`src/rtl/ssfc_pkg.sv`:
```
`timescale 1ns / 1ps
package ssfc_pkg;

  localparam int REQ_W = 2;
  localparam int KEY_W = 32;
  localparam int VER_W = 64;
  localparam int HND_W = 32;

  localparam int DEFAULT_CAPACITY = 4;

  localparam logic [REQ_W-1:0] REQ_LOOKUP = 2'd0;
  localparam logic [REQ_W-1:0] REQ_STORE  = 2'd1;
  localparam logic [REQ_W-1:0] REQ_CLEAR  = 2'd2;

  typedef enum logic {
    ST_IDLE,
    ST_EXEC
  } ctrl_state_t;

  typedef struct packed {
    logic capture;
    logic exec;
  } ssfc_cmd_t;

endpackage

```
`src/rtl/ssfc_if.sv`:
```
`timescale 1ns / 1ps
interface ssfc_req_if;
  import ssfc_pkg::*;

  logic             valid;
  logic             ready;
  logic [REQ_W-1:0] req_type;
  logic [KEY_W-1:0] path_key;
  logic [VER_W-1:0] asset_version;
  logic [HND_W-1:0] payload_handle;

  modport source (output valid, req_type, path_key, asset_version, payload_handle,
                  input ready);
  modport sink (input valid, req_type, path_key, asset_version, payload_handle,
                output ready);
endinterface

interface ssfc_rsp_if;
  import ssfc_pkg::*;

  logic             valid;
  logic             ready;
  logic             hit;
  logic [HND_W-1:0] handle_out;

  modport source (output valid, hit, handle_out, input ready);
  modport sink (input valid, hit, handle_out, output ready);
endinterface

```
`src/rtl/small_swap_to_front_cache_core.sv`:
```
`timescale 1ns / 1ps
// Swap-to-front cache of CAPACITY entries keyed by path key and version.
// Each request (lookup, store or clear) returns exactly one response, in
// order. A request is first registered, then every entry is compared in
// parallel and the slots are updated, which also loads the response
// register. A new request is taken only after the previous one has updated
// the slots; a stalled response holds the update step until its register frees.
module small_swap_to_front_cache_core #(
  parameter int CAPACITY = ssfc_pkg::DEFAULT_CAPACITY
) (
  input  logic     clk,
  input  logic     rst_n,
  ssfc_req_if.sink in_req,
  ssfc_rsp_if.source out_rsp
);
  import ssfc_pkg::*;

  ssfc_cmd_t cmd;

  ssfc_ctrl u_ctrl (
    .clk       (clk),
    .rst_n     (rst_n),
    .in_valid  (in_req.valid),
    .in_ready  (in_req.ready),
    .out_valid (out_rsp.valid),
    .out_ready (out_rsp.ready),
    .cmd       (cmd)
  );

  ssfc_datapath #(
    .CAPACITY (CAPACITY)
  ) u_datapath (
    .clk            (clk),
    .rst_n          (rst_n),
    .cmd            (cmd),
    .req_type       (in_req.req_type),
    .path_key       (in_req.path_key),
    .asset_version  (in_req.asset_version),
    .payload_handle (in_req.payload_handle),
    .hit            (out_rsp.hit),
    .handle_out     (out_rsp.handle_out)
  );

endmodule

```
`src/rtl/ssfc_ctrl.sv`:
```
`timescale 1ns / 1ps
module ssfc_ctrl (
  input  logic                clk,
  input  logic                rst_n,
  input  logic                in_valid,
  output logic                in_ready,
  output logic                out_valid,
  input  logic                out_ready,
  output ssfc_pkg::ssfc_cmd_t cmd
);
  import ssfc_pkg::*;

  ctrl_state_t state_r, state_nxt;
  logic        out_valid_r, out_valid_nxt;

  always_ff @(posedge clk) begin
    if (!rst_n) begin
      state_r     <= ST_IDLE;
      out_valid_r <= 1'b0;
    end else begin
      state_r     <= state_nxt;
      out_valid_r <= out_valid_nxt;
    end
  end

  always_comb begin
    state_nxt     = state_r;
    out_valid_nxt = out_valid_r;
    cmd           = '0;
    in_ready      = 1'b0;
    if (out_valid_r && out_ready) begin
      out_valid_nxt = 1'b0;
    end
    case (state_r)
      ST_IDLE: begin
        in_ready = 1'b1;
        if (in_valid) begin
          cmd.capture = 1'b1;
          state_nxt   = ST_EXEC;
        end
      end
      ST_EXEC: begin
        // The result register must be free, or freed in this cycle, before the update.
        if (!out_valid_r || out_ready) begin
          cmd.exec      = 1'b1;
          out_valid_nxt = 1'b1;
          state_nxt     = ST_IDLE;
        end
      end
      default: begin
        state_nxt = ST_IDLE;
      end
    endcase
  end

  assign out_valid = out_valid_r;

endmodule

```
`src/rtl/ssfc_datapath.sv`:
```
`timescale 1ns / 1ps
module ssfc_datapath #(
  parameter int CAPACITY = ssfc_pkg::DEFAULT_CAPACITY
) (
  input  logic                       clk,
  input  logic                       rst_n,
  input  ssfc_pkg::ssfc_cmd_t        cmd,
  input  logic [ssfc_pkg::REQ_W-1:0] req_type,
  input  logic [ssfc_pkg::KEY_W-1:0] path_key,
  input  logic [ssfc_pkg::VER_W-1:0] asset_version,
  input  logic [ssfc_pkg::HND_W-1:0] payload_handle,
  output logic                       hit,
  output logic [ssfc_pkg::HND_W-1:0] handle_out
);
  import ssfc_pkg::*;

  logic [REQ_W-1:0] req_r;
  logic [KEY_W-1:0] key_r;
  logic [VER_W-1:0] ver_r;
  logic [HND_W-1:0] hnd_r;

  logic [KEY_W-1:0] slot_key_r [CAPACITY];
  logic [VER_W-1:0] slot_ver_r [CAPACITY];
  logic [HND_W-1:0] slot_hnd_r [CAPACITY];
  logic [KEY_W-1:0] slot_key_nxt [CAPACITY];
  logic [VER_W-1:0] slot_ver_nxt [CAPACITY];
  logic [HND_W-1:0] slot_hnd_nxt [CAPACITY];
  logic [CAPACITY-1:0] valid_r, valid_nxt;

  logic [CAPACITY-1:0] key_eq;
  logic [CAPACITY-1:0] hit_vec;
  logic                found;
  logic                after_rm;
  logic [KEY_W-1:0]    hit_key;
  logic [VER_W-1:0]    hit_ver;
  logic [HND_W-1:0]    hit_hnd;

  logic             hit_r, hit_nxt;
  logic [HND_W-1:0] handle_r, handle_nxt;

  always_ff @(posedge clk) begin
    if (cmd.capture) begin
      req_r <= req_type;
      key_r <= path_key;
      ver_r <= asset_version;
      hnd_r <= payload_handle;
    end
  end

  // Valid entries always form a prefix, and store keeps keys unique, so at
  // most one entry matches a key.
  always_comb begin
    found   = 1'b0;
    hit_key = '0;
    hit_ver = '0;
    hit_hnd = '0;
    for (int i = 0; i < CAPACITY; i++) begin
      key_eq[i]  = valid_r[i] && (slot_key_r[i] == key_r);
      hit_vec[i] = key_eq[i] && (slot_ver_r[i] == ver_r) && !found;
      found      = found | hit_vec[i];
      if (hit_vec[i]) begin
        hit_key = hit_key | slot_key_r[i];
        hit_ver = hit_ver | slot_ver_r[i];
        hit_hnd = hit_hnd | slot_hnd_r[i];
      end
    end
  end

  always_comb begin
    slot_key_nxt = slot_key_r;
    slot_ver_nxt = slot_ver_r;
    slot_hnd_nxt = slot_hnd_r;
    valid_nxt    = valid_r;
    after_rm     = 1'b0;
    case (req_r)
      REQ_LOOKUP: begin
        if (found) begin
          slot_key_nxt[0] = hit_key;
          slot_ver_nxt[0] = hit_ver;
          slot_hnd_nxt[0] = hit_hnd;
          for (int i = 1; i < CAPACITY; i++) begin
            if (hit_vec[i]) begin
              slot_key_nxt[i] = slot_key_r[0];
              slot_ver_nxt[i] = slot_ver_r[0];
              slot_hnd_nxt[i] = slot_hnd_r[0];
            end
          end
        end
      end
      REQ_STORE: begin
        slot_key_nxt[0] = key_r;
        slot_ver_nxt[0] = ver_r;
        slot_hnd_nxt[0] = hnd_r;
        valid_nxt[0]    = 1'b1;
        // Slots up to the removed entry shift down by one; slots past it stay.
        for (int j = 1; j < CAPACITY; j++) begin
          after_rm = after_rm | key_eq[j-1];
          if (!after_rm) begin
            slot_key_nxt[j] = slot_key_r[j-1];
            slot_ver_nxt[j] = slot_ver_r[j-1];
            slot_hnd_nxt[j] = slot_hnd_r[j-1];
            valid_nxt[j]    = valid_r[j-1];
          end
        end
      end
      REQ_CLEAR: begin
        valid_nxt = '0;
      end
      default: begin
        valid_nxt = valid_r;
      end
    endcase
  end

  assign hit_nxt    = (req_r == REQ_LOOKUP) && found;
  assign handle_nxt = hit_nxt ? hit_hnd : '0;

  always_ff @(posedge clk) begin
    if (!rst_n) begin
      valid_r <= '0;
    end else if (cmd.exec) begin
      valid_r <= valid_nxt;
    end
  end

  always_ff @(posedge clk) begin
    if (cmd.exec) begin
      slot_key_r <= slot_key_nxt;
      slot_ver_r <= slot_ver_nxt;
      slot_hnd_r <= slot_hnd_nxt;
      hit_r      <= hit_nxt;
      handle_r   <= handle_nxt;
    end
  end

  assign hit        = hit_r;
  assign handle_out = handle_r;

endmodule

```
`src/flat_wrapper.sv`:
```
// flat-port wrapper written by rule: the top's interface ports become plain ports
module small_swap_to_front_cache_core_flat import ssfc_pkg::*;
#(
  parameter int CAPACITY = ssfc_pkg::DEFAULT_CAPACITY
)
  (clk, rst_n, in_req_valid, in_req_req_type, in_req_path_key, in_req_asset_version, in_req_payload_handle, in_req_ready, out_rsp_valid, out_rsp_hit, out_rsp_handle_out, out_rsp_ready);
  ssfc_req_if in_req_i ();
  ssfc_rsp_if out_rsp_i ();
  input  logic clk;
  input  logic rst_n;
  input wire logic [$bits(in_req_i.valid)-1:0] in_req_valid;
  input wire logic [$bits(in_req_i.req_type)-1:0] in_req_req_type;
  input wire logic [$bits(in_req_i.path_key)-1:0] in_req_path_key;
  input wire logic [$bits(in_req_i.asset_version)-1:0] in_req_asset_version;
  input wire logic [$bits(in_req_i.payload_handle)-1:0] in_req_payload_handle;
  output wire logic [$bits(in_req_i.ready)-1:0] in_req_ready;
  output wire logic [$bits(out_rsp_i.valid)-1:0] out_rsp_valid;
  output wire logic [$bits(out_rsp_i.hit)-1:0] out_rsp_hit;
  output wire logic [$bits(out_rsp_i.handle_out)-1:0] out_rsp_handle_out;
  input wire logic [$bits(out_rsp_i.ready)-1:0] out_rsp_ready;
  assign in_req_i.valid = in_req_valid;
  assign in_req_i.req_type = in_req_req_type;
  assign in_req_i.path_key = in_req_path_key;
  assign in_req_i.asset_version = in_req_asset_version;
  assign in_req_i.payload_handle = in_req_payload_handle;
  assign in_req_ready = in_req_i.ready;
  assign out_rsp_valid = out_rsp_i.valid;
  assign out_rsp_hit = out_rsp_i.hit;
  assign out_rsp_handle_out = out_rsp_i.handle_out;
  assign out_rsp_i.ready = out_rsp_ready;
  small_swap_to_front_cache_core #(.CAPACITY(CAPACITY)) u_core (.clk(clk), .rst_n(rst_n), .in_req(in_req_i), .out_rsp(out_rsp_i));
endmodule
```
`config.mk`:
```
export PLATFORM = sky130hd
export DESIGN_NAME = small_swap_to_front_cache_core_flat
export DESIGN_NICKNAME = d
export VERILOG_FILES = /design/src/rtl/ssfc_pkg.sv /design/src/rtl/ssfc_if.sv /design/src/rtl/small_swap_to_front_cache_core.sv /design/src/rtl/ssfc_ctrl.sv /design/src/rtl/ssfc_datapath.sv /design/src/flat_wrapper.sv
export SDC_FILE = /design/constraint.sdc
export NUM_CORES = 1
export LEC_CHECK = 0
export ABC_AREA = 0
export BUFFER_PORTS_ARGS = -buffer_cell sky130_fd_sc_hd__buf_2
export CORE_AREA = 2 2 338 340
export CTS_BUF_LIST = sky130_fd_sc_hd__clkbuf_4 sky130_fd_sc_hd__clkbuf_8 sky130_fd_sc_hd__clkbuf_16
export DETAILED_ROUTE_END_ITERATION = 10
export DIE_AREA = 0 0 340 342
export PLACE_DENSITY = 0.52
export SLEW_MARGIN = 20
export SYNTH_ARGS = -nofsm -noshare
export SYNTH_HDL_FRONTEND = slang
export SYNTH_SLANG_ARGS = --single-unit
export TNS_END_PERCENT = 10
```
`constraint.sdc`:
```
create_clock -name clk -period 14.27 [get_ports clk]
set_input_delay 0 -clock clk [delete_from_list [all_inputs] [get_ports clk]]
set_output_delay 0 -clock clk [all_outputs]
set_load 0.005 [all_outputs]
```
## Word level (Yosys, flattened, before mapping)

Cells that the tools add are included.

| word-level totals | value |
|---|---|
| register bits | 681 |
| input bits | 134 |
| output and inout bits | 35 |
| logic and storage cells | 135 |

| cells by class | value |
|---|---|
| eq/ne operators | 17 |
| mux-type cells | 50 |
| bitwise operators | 15 |
| reductions and logical operators | 29 |

Operators by type and width:

| cell | count |
|---|---|
| $mux 32 | 20 |
| $mux 64 | 10 |
| $pmux 128 s2 | 2 |
| $pmux 256 s2 | 1 |
| $eq 64x64->1 | 4 |
| $mux 128 | 2 |
| $mux 256 | 1 |
| $or 32x32->32 | 6 |
| $or 64x64->64 | 3 |
| $eq 32x32->1 | 4 |
| $reduce_and 5->1 | 3 |
| $ne 2x2->1 const B | 7 |
| $logic_and 1x1->1 | 13 |
| $mux 1 | 12 |
| $reduce_and 3->1 | 4 |
| $pmux 4 s2 | 1 |
| $or 1x1->1 | 5 |
| $logic_not 1->1 | 4 |
| $reduce_bool 2->1 | 2 |
| $eq 2x1->1 const B | 1 |
| $eq 2x2->1 const B | 1 |
| $logic_not 2->1 | 1 |
| $pmux 1 s2 | 1 |
| $reduce_and 2->1 | 1 |
| other kinds (2) | 2 |

## Longest topological paths before layout

Gate-level depths: netlist of run 1.

| depth | value |
|---|---|
| depth after elaboration | 14 |
| depth in mapped cells | 11 |
| depth with buffers taken out | 7 |

## By module

From an unflattened synthesis of run 1, not the netlist that was laid out.

| unflattened totals | value |
|---|---|
| cells, all modules | 3102 |
| area total of the unflattened synthesis | 34117.7 µm² |

By module, submodules not included:

| module | instances | cells each | area an instance (µm²) | sequential area each (µm²) |
|---|---|---|---|---|
| ssfc_datapath | 1 | 3093 | 34015.1 | 20349.5 |
| ssfc_ctrl | 1 | 9 | 102.6 | 40.0 |

## Worst setup path after synthesis of run 1

OpenSTA, ideal clock, no wires.

| path | value |
|---|---|
| kind | reg-to-reg |
| start point | register u_core.u_datapath.key_r[2] |
| end point | register u_core.u_datapath.slot_hnd_r[100] in the netlist's numbering, enable pin |
| library setup time | 0.692 ns |
| arrival time | 9.200 ns |
| required time | 13.578 ns |
| slack | 4.378 ns |
| cell stages (with the launch flop) | 10 |
| path buffers | 3 |
| clock period less this slack | 9.892 ns |
| cells stage by stage | edfxtp_1 clkbuf_1 xor2_1 nor4_1 nand4_1 nor4_4 a222oi_1 buf_2 buf_2 a31oi_1 |

| between the ends | value |
|---|---|
| cells in the longest elaborated chain, start to end | 14 |
| elaborated cells between the ends (all ways) | 23 |
| those cells by class | eq/ne (5); bitwise (3); reduce/logical (15) |

Ends and longest elaborated chain:

| item | line | text |
|---|---|---|
| start: declaration | ssfc_datapath.sv:18 | `logic [KEY_W-1:0] key_r;` |
| start signal: assignment | ssfc_datapath.sv:44 | `key_r <= path_key;` |
| $eq 32x32->1 | ssfc_datapath.sv:58 | `key_eq[i] = valid_r[i] && (slot_key_r[i] == key_r);` |
| $logic_and 1x1->1 | ssfc_datapath.sv:58 |  |
| $logic_and 1x1->1 | ssfc_datapath.sv:59 | `hit_vec[i] = key_eq[i] && (slot_ver_r[i] == ver_r) && !found;` |
| $logic_not 1->1 | ssfc_datapath.sv:59 |  |
| $logic_and 1x1->1 | ssfc_datapath.sv:59 |  |
| $or 1x1->1 | ssfc_datapath.sv:60 | `found = found \| hit_vec[i];` |
| $logic_not 1->1 | ssfc_datapath.sv:59 |  |
| $logic_and 1x1->1 | ssfc_datapath.sv:59 |  |
| $or 1x1->1 | ssfc_datapath.sv:60 |  |
| $logic_not 1->1 | ssfc_datapath.sv:59 |  |
| $logic_and 1x1->1 | ssfc_datapath.sv:59 |  |
| $or 1x1->1 (*) | ssfc_datapath.sv:60 |  |
| $ne 2x2->1 (no line) (*) | - |  |
| $reduce_and 3->1 (no line) (*) | - |  |
| end signal: assignment | ssfc_datapath.sv:130 | `slot_hnd_r <= slot_hnd_nxt;` |
| end: declaration | ssfc_datapath.sv:24 | `logic [HND_W-1:0] slot_hnd_r [CAPACITY];` |

Mark *: on every way between the ends. The rest lies on a longest branch, timed or not.
A chain may end at the register's enable or synchronous reset.

## Final worst setup path of run 1

| path | value |
|---|---|
| start point | register u_core.u_datapath.key_r[0] |
| end point | register u_core.u_datapath.slot_ver_r[11] in the netlist's numbering, enable pin |

| between the ends | value |
|---|---|
| cells in the longest elaborated chain, start to end | 14 |
| elaborated cells between the ends (all ways) | 27 |
| those cells by class | eq/ne (7); bitwise (5); reduce/logical (15) |

Ends and longest elaborated chain:

| item | line | text |
|---|---|---|
| $eq 32x32->1 | ssfc_datapath.sv:58 |  |
| $logic_and 1x1->1 | ssfc_datapath.sv:58 |  |
| $logic_and 1x1->1 | ssfc_datapath.sv:59 |  |
| $logic_not 1->1 | ssfc_datapath.sv:59 |  |
| $logic_and 1x1->1 | ssfc_datapath.sv:59 |  |
| $or 1x1->1 | ssfc_datapath.sv:60 |  |
| $logic_not 1->1 | ssfc_datapath.sv:59 |  |
| $logic_and 1x1->1 | ssfc_datapath.sv:59 |  |
| $or 1x1->1 | ssfc_datapath.sv:60 |  |
| $logic_not 1->1 | ssfc_datapath.sv:59 |  |
| $logic_and 1x1->1 | ssfc_datapath.sv:59 |  |
| $or 1x1->1 | ssfc_datapath.sv:60 |  |
| $ne 2x2->1 (no line) | - |  |
| $reduce_and 5->1 (no line) (*) | - |  |
| end signal: assignment | ssfc_datapath.sv:129 | `slot_ver_r <= slot_ver_nxt;` |
| end: declaration | ssfc_datapath.sv:23 | `logic [VER_W-1:0] slot_ver_r [CAPACITY];` |

Marked as above.

==> results of run 1 <==
## power by group
| group | internal, uW | switching (uW) | total (uW) |
|---|---|---|---|
| Sequential | 2290 | 71.1 | 2360 |
| Combinational | 136 | 247 | 383 |
| Clock | 1070 | 853 | 1920 |
## metrics by stage
step / total power (uW) / instance area, um^2 / hold slack [ns]
global placement: 2750 / 35600 / 0.177
finish: 4660 / 39300 / 0.0605
floorplan: 2590 / 33500 / 0.0989
detailed placement: 2750 / 35600 / 0.178
CTS: 4700 / 39300 / 0.0226
global route: 4810 / 39300 / 0.0367
## cells in the final DEF (no fill, tap or decap), types with 4 or more instances in the layout
| master | synthesis | final |
|---|---|---|
| dlygate4sd3_1 | 0 | 135 |
| edfxtp_1 | 675 | 675 |
| dfxtp_1 | 6 | 6 |
| clkbuf_16 | 0 | 78 |
| nor2_1 | 41 | 39 |
| a32oi_1 | 96 | 96 |
| a31oi_1 | 34 | 33 |
| xor2_1 | 119 | 119 |
| nand4_1 | 69 | 69 |
| nand3b_1 | 32 | 32 |
| nor3_1 | 6 | 4 |
| clkbuf_4 | 0 | 21 |
| a2111oi_0 | 33 | 33 |
| nand2b_1 | 33 | 33 |
| clkinv_1 | 1 | 14 |
| clkinv_2 | 0 | 17 |
| o2111ai_1 | 10 | 10 |
| buf_4 | 3 | 40 |
| nand3_1 | 260 | 260 |
| nand2_1 | 682 | 680 |
| a221oi_1 | 96 | 96 |
| a22o_1 | 4 | 4 |
| buf_2 | 74 | 168 |
| inv_1 | 104 | 104 |
| nor4_1 | 79 | 79 |
| o31ai_1 | 32 | 32 |
| a21oi_1 | 39 | 39 |
| xnor2_1 | 229 | 229 |
## registers in the layout (all words and copies together) (netlist names)
| name | cells |
|---|---|
| u_core.u_datapath.ver_r | 64 |
| u_core.u_datapath.req_r | 2 |
| u_core.u_datapath.valid_r | 4 |
| u_core.u_datapath.slot_hnd_r | 128 |
| u_core.u_datapath.handle_out | 32 |
| u_core.u_ctrl.state_r | 1 |
| u_core.u_datapath.hnd_r | 32 |
| u_core.u_datapath.slot_key_r | 128 |
| u_core.u_datapath.key_r | 32 |
| u_core.u_ctrl.out_valid | 1 |
| u_core.u_datapath.slot_ver_r | 256 |
| u_core.u_datapath.hit | 1 |
## final timing paths
check,cells after the start,start,endpoint,slack (ns)
hold / removal,2,in_req_payload_handle[12],u_core.u_datapath.hnd_r[12]$_DFFE_PP_,0.06
setup / recovery,11,u_core.u_datapath.key_r[0]$_DFFE_PP_,u_core.u_datapath.slot_ver_r[11]$_DFFE_PP_,8.17
setup reg to reg,11,u_core.u_datapath.key_r[0]$_DFFE_PP_,u_core.u_datapath.slot_ver_r[11]$_DFFE_PP_,8.17
hold reg to reg,0,u_core.u_datapath.slot_hnd_r[108]$_DFFE_PP_,u_core.u_datapath.slot_hnd_r[76]$_DFFE_PP_,0.48
## cells by family after synthesis
family                     synth area share (%)
buffers and inverters                      4.40
AOI/OAI and AO/OA                          8.77
xor gates and xnor gates                   9.09
DFF                                        60.8
and+or+nand+nor                            16.8
adders and majority gates                 0.112
## layer usage
metal | global-route usage (%) | vias to the layer above
met5 | 0 | -
met4 | 5.76 | 2
met3 | 2.95 | 156
met2 | 32.4 | 1211
met1 | 28.0 | 12700
li1 | - | 11300
## worst max-delay path, cell delays in order (launching register included)
cell      delay [ns]
edfxtp_1        0.49
xor2_1          0.40
nor4_1          0.14
and2_1          0.20
and4_1          0.22
buf_4           0.27
a222oi_1        0.48
buf_4           0.80
a21oi_1         0.19
and3b_4         0.85
buf_4           0.82
buf_4           0.70
## final cells by class
cell class / instances / share of cell area (%)
multi-input combinational: 1945 / 29.9
sequential: 681 / 51.8
timing repair buffer: 344 / 6.39
inverter: 106 / 1.02
clock inverter: 40 / 0.719
tap: 1512 / 4.81
clock buffer: 99 / 5.36
==> impl_metrics.tcl, run 1 <==
set metrics [dict create \
    outcome "complete, no violations" \
    setup_ws_ns 8.17 \
    drt_first_pass_iters 6 \
    fp.coreArea_um2 113000 \
    synthArstFlopShare_pct 0 \
    hp-class "input port to register" \
    avgSynthCellArea_um2 11.2 \
    setup_viol 0 \
    finalClockSkew_ns 0.0319 \
    antenna_found_initial 1 \
    gp_congestion 0.904 \
    final_hold_viol_count 0 \
    maxSlewHeadroom_pct 23.4 \
    clock-sinks 681 \
    yosysTopAreaCell "edfxtp_1" \
    met2_length_um 56300 \
    crit_fanout 63 \
    cts_setup_buffers 0 \
    grt_overflow_total 0 \
    synthCells 2991 \
    cts_tree "done" \
    final_nets 3292 \
    power_density_nw_per_um2 119 \
    clockBufferDepth 3 \
    stdcell_count 4727 \
    multi_input_area_um2 11700 \
    path_class "register to register" \
    vias 25400 \
    grt_usage_pct 20.1 \
    insertion_delay_ns 0.66 \
    fp.dieH_um 342 \
    wire_per_inst_um 25.4 \
    endpoint_kind "register" \
    synth_top_area_share_pct 60.5 \
    diodes 0 \
    power_leakage_uw 0.0133 \
    routed.top_layer "met5" \
    via_per_inst 5.38 \
    die-area_um2 116000 \
    dpl.hpwl_um 76400 \
    max_freq_mhz 164 \
    synth_most_common_cell "nand2_1" \
    yosys_most_used_dff "edfxtp_1" \
    utilization_pct 34.8 \
    cts_root_buf "clkbuf_16" \
    yosysSeqAreaShare_pct 60.8 \
    setup_tns_ns 0 \
    synth_common_cells "nand2_1 (682), edfxtp_1 (675), nand3_1 (260), xnor2_1 (229), clkbuf_1 (178)" \
    syn_nets 3128 \
    seq_area_um2 20400 \
    drc 0 \
    drt_iter0_markers 3361 \
    layout-drive-gt1-share_pct 11.1 \
    cap_violations 0 \
    dp.cells 4453 \
    wl_met3_um 8620 \
    yosys_warnings 0 \
    dieWidth_um 340 \
    crit_arrival_ns 6.37 \
    grt_setup_unrepaired "no" \
    cp.required_ns 14.54 \
    vdd_ir_drop_max_v 0.0000958 \
    place_ws_ns 8.16 \
    rows 124 \
    cp-start-kind "register" \
    numCtsBuffers 77 \
    post_cts_resize_count 0 \
    synth-edff-count 675 \
    cts_hold_buf 135 \
    cts_max_level 3 \
    period_minus_slack_ns 6.10 \
    final_antenna_net_count 0 \
    timing.final.crit_share_pct 42.7 \
    grt_first_pass_wirelength_um 174000 \
    n_fill_cell 11300 \
    grt_max_degree 165 \
    final_max_slew_viol_count 0 \
    synthTopCellsByArea "edfxtp_1 (60%), nand2_1 (7.6%), xnor2_1 (6.0%)" \
    cts.clk_slew.worst_paths_ns 0.06 \
    start_util_pct 29.6 \
    port_buffers 168 \
    ys_ff_latch 681 \
    worst_pin_slew_ns 1.15 \
    postRouteWirelength_um 120000 \
    synth_cell_types 53 \
    met1Wirelength_um 51700 \
    synth_area_um2 33500 \
    grt_pass1_vias 24200 \
    pin_count 169 \
    syn_to_final_growth_pct 17.3 \
]
Note: power is estimated with default switching activity, not from simulation.
==> run 2: changes to the inputs <==
--- a/config.mk
+++ b/config.mk
@@ -5,12 +5,12 @@
 export SDC_FILE = /design/constraint.sdc
 export NUM_CORES = 1
 export LEC_CHECK = 0
-export ABC_AREA = 0
+export ABC_AREA = 1
 export BUFFER_PORTS_ARGS = -buffer_cell sky130_fd_sc_hd__buf_2
-export CORE_AREA = 2 2 338 340
+export CORE_AREA = 2 2 354 356
 export CTS_BUF_LIST = sky130_fd_sc_hd__clkbuf_4 sky130_fd_sc_hd__clkbuf_8 sky130_fd_sc_hd__clkbuf_16
 export DETAILED_ROUTE_END_ITERATION = 10
-export DIE_AREA = 0 0 340 342
+export DIE_AREA = 0 0 356 358
 export PLACE_DENSITY = 0.52
 export SLEW_MARGIN = 20
 export SYNTH_ARGS = -nofsm -noshare
==> constraint.sdc (replaced) <==
create_clock -name clk -period 5.68 [get_ports clk]
set_input_delay 0 -clock clk [delete_from_list [all_inputs] [get_ports clk]]
set_output_delay 0 -clock clk [all_outputs]
set_load 0.005 [all_outputs]
==> impl_metrics.tcl, run 2 <==
set metrics [dict create \
    cts_tree "done" \
    r2r_cells 11 \
    grt_max_degree 130 \
    layout-drive-gt1-share_pct 9.28 \
    outcome "complete, no violations" \
    grt_first_pass_wirelength_um 191000 \
    hp-class "input port to register" \
    cts.clk_slew.worst_paths_ns 0.06 \
    synth_common_cells "nand2_1 (1414), edfxtp_1 (675), nor2_1 (644), inv_1 (500), o21ai_0 (263)" \
    pin_count 169 \
    syn_to_final_growth_pct 18.1 \
    crit_start "u_core.u_datapath.key_r[10]$_DFFE_PP_" \
    start_util_pct 29.9 \
    r2r_start "u_core.u_datapath.key_r[10]$_DFFE_PP_" \
    holdPathEnd "u_core.u_datapath.hnd_r[30]$_DFFE_PP_" \
    fin_worst_hold_slack_ns 0.0366 \
    cts_max_level 3 \
    crit_arrival_ns 4.45 \
    synth_most_common_cell "nand2_1" \
    finalClockSkew_ns 0.0225 \
    path_cells "xnor2_1 -> nand3b_1 -> nor2_1 -> nand2_1 -> nor2_1 -> nand2_1 -> nor2_4 -> nand3_1 -> a21o_1 -> nor2_4 -> buf_12" \
    dpl.hpwl_um 83500 \
    synthTopCellsByArea "edfxtp_1 (55%), nand2_1 (14%), nor2_1 (6.6%)" \
    drt_first_pass_iters 6 \
    post_cts_resize_count 0 \
    crit_fanout 104 \
    timing.final.crit_share_pct 73.4 \
    insertion_delay_ns 0.67 \
    grt_overflow_total 0 \
    layout_common_cells "nand2_1 (1414), edfxtp_1 (675), nor2_1 (641)" \
    synthArstFlopShare_pct 0 \
    cp.required_ns 5.96 \
    reg_top3 "u_core.u_datapath.slot_ver_r: 256 flops, u_core.u_datapath.slot_hnd_r: 128 flops, u_core.u_datapath.slot_key_r: 128 flops" \
    synth-edff-count 675 \
    final_common_cell "nand2_1" \
    endpoint_kind "register" \
    clock-sinks 681 \
    vdd_ir_drop_max_v 0.000215 \
    grt_pass1_vias 29500 \
    final_max_slew_viol_count 0 \
    cap_violations 0 \
    maxSlewHeadroom_pct 29.9 \
    final_hold_viol_count 0 \
    final_antenna_net_count 0 \
    yosys_most_used_dff "edfxtp_1" \
    path_class "register to register" \
    vias 31100 \
    top_register "u_core.u_datapath.slot_ver_r" \
    setup_ws_ns 1.51 \
    antenna_found_initial 8 \
    max_stage_delay_ns 0.72 \
    hold_depth 2 \
    final_nets 4815 \
    yosysSeqAreaShare_pct 55.3 \
    hp-start "in_req_payload_handle[30]" \
    power_leakage_uw 0.0184 \
    syn_nets 4593 \
    cts_setup_buffers 0 \
    via_per_inst 4.87 \
    dpl_cell_area_um2 39300 \
    ys_ff_latch 681 \
    wire_per_inst_um 20.3 \
    synth_cell_types 39 \
    slowest_stage "xnor2_1" \
    postRouteWirelength_um 130000 \
    setup_viol 0 \
    grt_setup_unrepaired "no" \
    fp.coreArea_um2 123000 \
    synth_top_area_share_pct 55.0 \
    worst_pin_slew_ns 1.05 \
    rows 129 \
    synthCells 4456 \
    power_density_nw_per_um2 290 \
    fp.dieH_um 358 \
    clockBufferDepth 3 \
    avgSynthCellArea_um2 8.28 \
    gp_congestion 0.965 \
    yosys_warnings 0 \
    numCtsBuffers 85 \
    synth_area_um2 36900 \
    grt_usage_pct 19.9 \
    largest_reg_flops 256 \
    cp-start-kind "register" \
    drc 0 \
    place_ws_ns 1.55 \
    final_area_um2 43600 \
    drt_iter0_markers 3468 \
    port_buffers 168 \
    period_minus_slack_ns 4.17 \
    die-area_um2 127000 \
    timing.rr.end "u_core.u_datapath.slot_ver_r[50]$_DFFE_PP_" \
    yosysTopAreaCell "edfxtp_1" \
    max_freq_mhz 240 \
    cts_root_buf "clkbuf_16" \
    total_power_uw 12600 \
    r2r_slack_ns 1.51 \
    dieWidth_um 356 \
]
-- run 2: cell types whose count changed in the layout (fill, tap and decap cells not counted), moves of 106 or more --
cell	previous run	this run
nand3_1	260	136
nand4_1	69	175
inv_1	104	497
nand2_1	680	1414
xnor2_1	229	45
o21ai_0	3	263
a21oi_1	39	146
nor2_1	39	641
-- run 2: cell families after synthesis --
kind of cell / after synthesis / share of synthesized area, %
flip-flops: 681 / 55.3
adder cells (fa/ha/maj): 3 / 0.102
AND/OR/NAND/NOR: 2484 / 27.7
XOR/XNOR: 137 / 3.25
AO/OA/AOI/OAI: 415 / 5.67
buffers and inverters: 736 / 7.96
-- run 2: layer usage --
metal / vias up / track usage [%] / share of wire (%) / routed length [um]
met4: 8 / 5.17 / 2.3 / 3000
met5: - / 0 / 0.040 / 52
met2: 1266 / 31.4 / 45 / 58400
li1: 14900 / - / - / -
met1: 14700 / 28.2 / 45 / 58300
met3: 191 / 3.27 / 7.7 / 9950
-- run 2: area by class of cell --
cell class	count	area (um^2)
sequential	681	20400
inverter	532	2010
tap	1637	2050
antenna	3	7.51
clock inverter	56	636
timing repair buffer	339	2630
clock buffer	96	2210
multi-input combinational	3039	13600
fill	12900	79800
-- run 2: critical path, delay by kind of cell, from the launching register on --
| kind | cells | cell delay [ns] |
|---|---|---|
| AOI/OAI and AO/OA | 1 | 0.22 |
| DFF | 1 | 0.51 |
| and+or+nand+nor | 8 | 1.62 |
| buffers and inverters | 1 | 0.57 |
| xor gates and xnor gates | 1 | 0.72 |
-- run 2: how the worst max path moves through the flow --
stage	end	depth (start not counted)	slack [ns]
after floorplan	u_core.u_datapath.slot_hnd_r[0]$_DFFE_PP_	12	-2.03
after detailed placement	u_core.u_datapath.slot_hnd_r[98]$_DFFE_PP_	14	1.55
after global routing	u_core.u_datapath.slot_hnd_r[98]$_DFFE_PP_	15	1.32
after CTS	u_core.u_datapath.slot_hnd_r[98]$_DFFE_PP_	14	1.54
after global placement	u_core.u_datapath.slot_hnd_r[111]$_DFFE_PP_	14	1.60
final	u_core.u_datapath.slot_ver_r[50]$_DFFE_PP_	11	1.51
-- run 2: repair_timing --
item | 4_1_cts | 5_1_grt
endpoints found under the hold margin | 136 | 0
hold buffers | 137 | 0
endpoints found under the setup margin | 0 | 0
-- run 2: per-stage QoR --
stage,instances,utilization [%],TNS [ns]
6_report,6383,35.3,0
5_1_grt,6380,35.3,0
4_1_cts,6380,35.3,0
3_5_place_dp,6091,31.9,0
3_3_place_gp,6091,31.9,0
2_1_floorplan,4456,-,-345.66
-- run 2: power breakdown --
| part | switching, uW | internal [uW] |
|---|---|---|
| clock network | 2310 | 3310 |
| registers | 163 | 5750 |
| logic | 727 | 362 |
